`src/rtl/bci_pkg.sv`:
```
`default_nettype none
// ----------------------------------------------------------------------------
// Barycentric color interpolation package
// Shared types and constants for the interpolation pipeline.
// ----------------------------------------------------------------------------
package bci_pkg;

    // Color channels per item (red, green, blue, alpha) and spatial axes.
    localparam int LANES = 4;
    localparam int AXES  = 3;

    // Channel index of alpha, the only channel that may be reversed.
    localparam int ALPHA_LANE = 3;

    // Lanes that are full scale in the pink fallback color (R, B and A).
    localparam logic [LANES-1:0] PINK_FULL = 4'b1101;

    // Per-item flags that follow the quotient through the divider stages.
    typedef struct packed {
        logic             pink;
        logic             degen;
        logic [LANES-1:0] zero;
        logic [LANES-1:0] sat;
    } bci_ctl_t;

endpackage
`default_nettype wire

```
`src/rtl/bci_div_step.sv`:
```
`default_nettype none
// ----------------------------------------------------------------------------
// Divider step stage
// One restoring division step for all four color lanes, with its register.
// ----------------------------------------------------------------------------
module bci_div_step
    import bci_pkg::*;
#(
    parameter int N_W  = 83,
    parameter int D_W  = 72,
    parameter int Q_W  = 8,
    parameter int STEP = 7
)
(
    input  wire logic                          clk,
    input  wire logic                          rst_n,
    input  wire logic                          en,
    input  wire logic                          vld_in,
    input  wire bci_ctl_t                      ctl_in,
    input  wire logic [D_W-1:0]                den_in,
    input  wire logic [LANES-1:0][N_W-1:0]     rem_in,
    input  wire logic [LANES-1:0][Q_W-1:0]     quo_in,
    output logic                               vld_out,
    output bci_ctl_t                           ctl_out,
    output logic [D_W-1:0]                     den_out,
    output logic [LANES-1:0][N_W-1:0]          rem_out,
    output logic [LANES-1:0][Q_W-1:0]          quo_out
);

    logic                          vld_reg;
    bci_ctl_t                      ctl_reg;
    logic [D_W-1:0]                den_reg;
    logic [LANES-1:0][N_W-1:0]     rem_reg;
    logic [LANES-1:0][N_W-1:0]     rem_next;
    logic [LANES-1:0][Q_W-1:0]     quo_reg;
    logic [LANES-1:0][Q_W-1:0]     quo_next;
    logic [N_W-1:0]                den_shift;

    // The remainder stays below the divisor shifted one place further up, so
    // a single compare and subtract settles this quotient bit.
    always_comb
    begin
        den_shift = N_W'(den_in) << STEP;
        for (int k = 0; k < LANES; k++)
        begin
            quo_next[k] = quo_in[k];
            if (rem_in[k] >= den_shift)
            begin
                rem_next[k]       = rem_in[k] - den_shift;
                quo_next[k][STEP] = 1'b1;
            end
            else
            begin
                rem_next[k]       = rem_in[k];
                quo_next[k][STEP] = 1'b0;
            end
        end
    end

    always_ff @(posedge clk or negedge rst_n)
    begin
        if (!rst_n)
        begin
            vld_reg <= 1'b0;
        end
        else if (en)
        begin
            vld_reg <= vld_in;
        end
    end

    always_ff @(posedge clk)
    begin
        if (en)
        begin
            ctl_reg <= ctl_in;
            den_reg <= den_in;
            rem_reg <= rem_next;
            quo_reg <= quo_next;
        end
    end

    assign vld_out = vld_reg;
    assign ctl_out = ctl_reg;
    assign den_out = den_reg;
    assign rem_out = rem_reg;
    assign quo_out = quo_reg;

endmodule
`default_nettype wire

```
`config.mk`:
```
export PLATFORM = sky130hd
export DESIGN_NAME = bci_div_step
export DESIGN_NICKNAME = d
export VERILOG_FILES = /design/src/rtl/bci_pkg.sv /design/src/rtl/bci_div_step.sv
export SDC_FILE = /design/constraint.sdc
export NUM_CORES = 1
export LEC_CHECK = 0
export BUFFER_PORTS_ARGS = -buffer_cell sky130_fd_sc_hd__buf_4
export CORE_AREA = 4 4 343 345
export DETAILED_ROUTE_END_ITERATION = 8
export DIE_AREA = 0 0 347 349
export MAX_ROUTING_LAYER = met4
export PLACE_DENSITY = 0.52
export REMOVE_ABC_BUFFERS = 1
export SLEW_MARGIN = 40
export SYNTH_ARGS = -nofsm -noshare
export SYNTH_HDL_FRONTEND = slang
export SYNTH_SLANG_ARGS = --single-unit
```
`constraint.sdc`:
```
create_clock -name clk -period 0.87 [get_ports clk]
set_input_delay 0.087 -clock clk [delete_from_list [all_inputs] [get_ports clk]]
set_output_delay 0.087 -clock clk [all_outputs]
set_load 0.005 [all_outputs]
```
==> flow_metrics.tcl <==
set metrics [dict create \
    netlist_instances 3806 \
    clock_sinks 447 \
    setup.worst_path.class "in -> reg" \
    seq_area_mm2 0.0134 \
    finalClockSkew_ns 0 \
    multi_input_comb_area_mm2 0.0233 \
    reg2regPathDepth 1 \
    initial_core_util_pct 30.3 \
    critPathLaunch "den_in[1]" \
    drtIter0Drc 3095 \
    clock-root-buffer "clkbuf_16" \
    globalplace.congestion 0.963 \
    die_h_um 349 \
    synth.ff_latch_count 447 \
    critPathCaptureType "flip-flop" \
    min_period_ns 3.23 \
    die-area_mm2 0.121 \
    yosys-top-cells-area "edfxtp_1 39%, ha_1 10%, a21oi_1 7.5%" \
    whs_path_depth 2 \
    finalInstanceArea_mm2 0.0669 \
    grt_max_degree 31 \
    layout-drive-gt1-share_pct 48.9 \
    r2r_start "vld_out" \
    whs_endpoint "den_out[0]" \
    finalHoldViolCount 5 \
    synth_enable_flop_cells 446 \
    wire_per_inst_um 24.0 \
    die_w_um 347 \
    grt_pass1_wl_um 275000 \
    synth.avg_cell_area_um2 9.09 \
    status "finished, violations left" \
    rows 124 \
    cts_tree "done" \
    synthesis.area_mm2 0.0346 \
    clk_pin_slew_ns 0.06 \
    slew_headroom_pct 53.4 \
    hold_start "den_in[0]" \
    grt-ovfl-total 0 \
    max_cap_viol_count 0 \
    crit_fanout 6 \
    antenna_found_initial 38 \
    cts_max_level 2 \
    drc 0 \
    dpl.cell_count 7513 \
    yosys.area.top_type_share_pct 38.7 \
    synth_cell_types 99 \
    setup_violations 1189 \
    final_antenna_net_count 0 \
    tightestPinTransition_ns 0.696 \
    fmax_mhz 310 \
    nets 7378 \
    fin_ws_ns -2.36 \
    power_density_mw_per_mm2 1420 \
    rsz0062_at_grt "true" \
    track_usage_pct 31.3 \
    start_kind "input port" \
    crit-reg2reg-capture "vld_out" \
    synth_common_cells "516 x a21oi_1, 446 x edfxtp_1, 356 x nor2_1, 332 x nand2_1, 288 x ha_1" \
    fillers 10100 \
    yosys_warnings 0 \
    ys.flop_type "edfxtp_1" \
    final_max_slew_viol_count 0 \
    rrSetupSlack_ns 0.12 \
    period_share_pct 371 \
    drtPass1Iterations 8 \
    wl_um 197000 \
    p_leak_uw 0.0299 \
    numCtsBuffers 58 \
    ys_async_sr_fraction_pct 0.224 \
    fp.coreArea_mm2 0.114 \
    area_delta_synth_final_pct 93.4 \
    yosysMostFrequentCell "a21oi_1" \
    arrival_ns 3.62 \
    tns_ns -1011.83 \
    stdcell_count 8225 \
    critPathRequiredTime_ns 1.27 \
    grt_pass1_vias 42200 \
    placed_area_mm2 0.0542 \
    synth_sequential_area_ratio_pct 38.8 \
    clk_latency_ns 0.64 \
    violations "hold timing, setup timing" \
    io_pins 897 \
    holdWs_ns -0.265 \
    max-vdd-ir-drop_v 0.00146 \
    io_buffer_count 892 \
    dr_total_vias 41900 \
    viasPerCell 5.09 \
    clockBufferDepth 3 \
    min_path_type "in -> reg" \
    yosysTopAreaCell "edfxtp_1" \
    dpl.hpwl_um 155000 \
]
placed cells by master, fill, tap and decap left out, types with 39 or more instances in the layout:
cell | Yosys | routed
nor2_2 | 1 | 46
o21bai_1 | 67 | 66
buf_4 | 14 | 2254
edfxtp_1 | 446 | 446
clkbuf_16 | 0 | 72
ha_4 | 0 | 42
nand3_1 | 63 | 53
nor2_4 | 0 | 120
dlygate4sd3_1 | 0 | 448
o21ai_2 | 3 | 49
inv_1 | 161 | 133
buf_12 | 0 | 80
o21ai_1 | 17 | 39
xnor2_1 | 172 | 166
nor3_1 | 50 | 42
o21ai_0 | 259 | 184
xor2_1 | 114 | 112
a21oi_2 | 22 | 151
ha_1 | 288 | 245
nand4_1 | 101 | 101
a21o_1 | 179 | 177
nor2_1 | 356 | 191
a21oi_1 | 516 | 363
nand2_1 | 332 | 312
buf_6 | 8 | 112
worst max-delay path, stage by stage:
cell and delay (ns):
buf_8 0.08, clkinvlp_4 0.12, buf_6 0.14, fa_2 0.33
a21o_1 0.21, a221o_2 0.46, o2111ai_4 0.27, a31oi_4 0.15
o21ai_4 0.22, a21oi_4 0.09, o2111a_1 0.24, nor3_2 0.23
o21ai_2 0.11, nor3_4 0.17, buf_12 0.17, buf_16 0.17
mux2_4 0.32
cells by family after synthesis:
logic type / share of synthesized area [%]
AND/OR/NAND/NOR: 14.6
flip-flops: 38.8
XOR/XNOR: 7.24
adder cells (fa/ha/maj): 10.6
buffers and inverters: 4.36
AO/OA/AOI/OAI: 23.2
multiplexers: 1.23
layer usage:
layer	GRT usage [%]	up-vias	share of wire (%)
met5	-	-	0
met4	10.6	0	4.0
met3	5.50	329	6.7
met2	51.2	1369	47
met1	39.3	20300	42
li1	-	19800	-
cell type report:
| cell class | instances | area share (%) |
|---|---|---|
| diodes | 30 | 0.112 |
| clock buffers | 66 | 2.25 |
| clock inverters | 41 | 0.587 |
| inverters | 162 | 1.02 |
| multi-input cells | 3003 | 34.8 |
| flip-flops and latches | 447 | 20.0 |
| well taps | 1512 | 2.83 |
| repair buffers | 2964 | 38.4 |
per-stage QoR:
step | utilization, % | setup slack (ns) | total power (uW)
after detailed placement | 47.4 | -3.47 | 64400
after global routing | 58.6 | -2.43 | 99400
after global placement | 47.4 | -3.39 | 64400
after floorplan | - | -5.47 | 42400
after CTS | 55.4 | -2.38 | 92700
final | 58.6 | -2.36 | 95300
how the worst max path moves through the flow:
stage | slack [ns] | endpoint | depth (start not counted)
floorplan | -5.47 | rem_out[81] | 13
global route | -2.43 | rem_out[106] | 17
finish | -2.36 | rem_out[106] | 17
global placement | -3.39 | rem_out[35] | 19
CTS | -2.38 | rem_out[106] | 17
detailed placement | -3.47 | rem_out[91] | 17
where the power goes:
part	total [uW]	switching [uW]	internal [uW]	leakage, uW
registers	29200	1510	27700	0.00438
clock network	24700	10600	14200	0.000913
logic	41300	19500	21800	0.0246
state kept, by name, summed over array words and instances (netlist names):
name and cells:
vld_out 1, quo_out 32, den_out 72, rem_out 332, ctl_out 10
repair_timing:
action                                 CTS  global route
pin swaps                              125           181
gates resized for setup                404           731
endpoints found under the hold margin  482            10
hold buffers                           444             4
cloned                                  24            13
setup endpoints to repair              755          1202
setup buffers                           56            66
No activity file was read; power rests on OpenSTA's default activity.
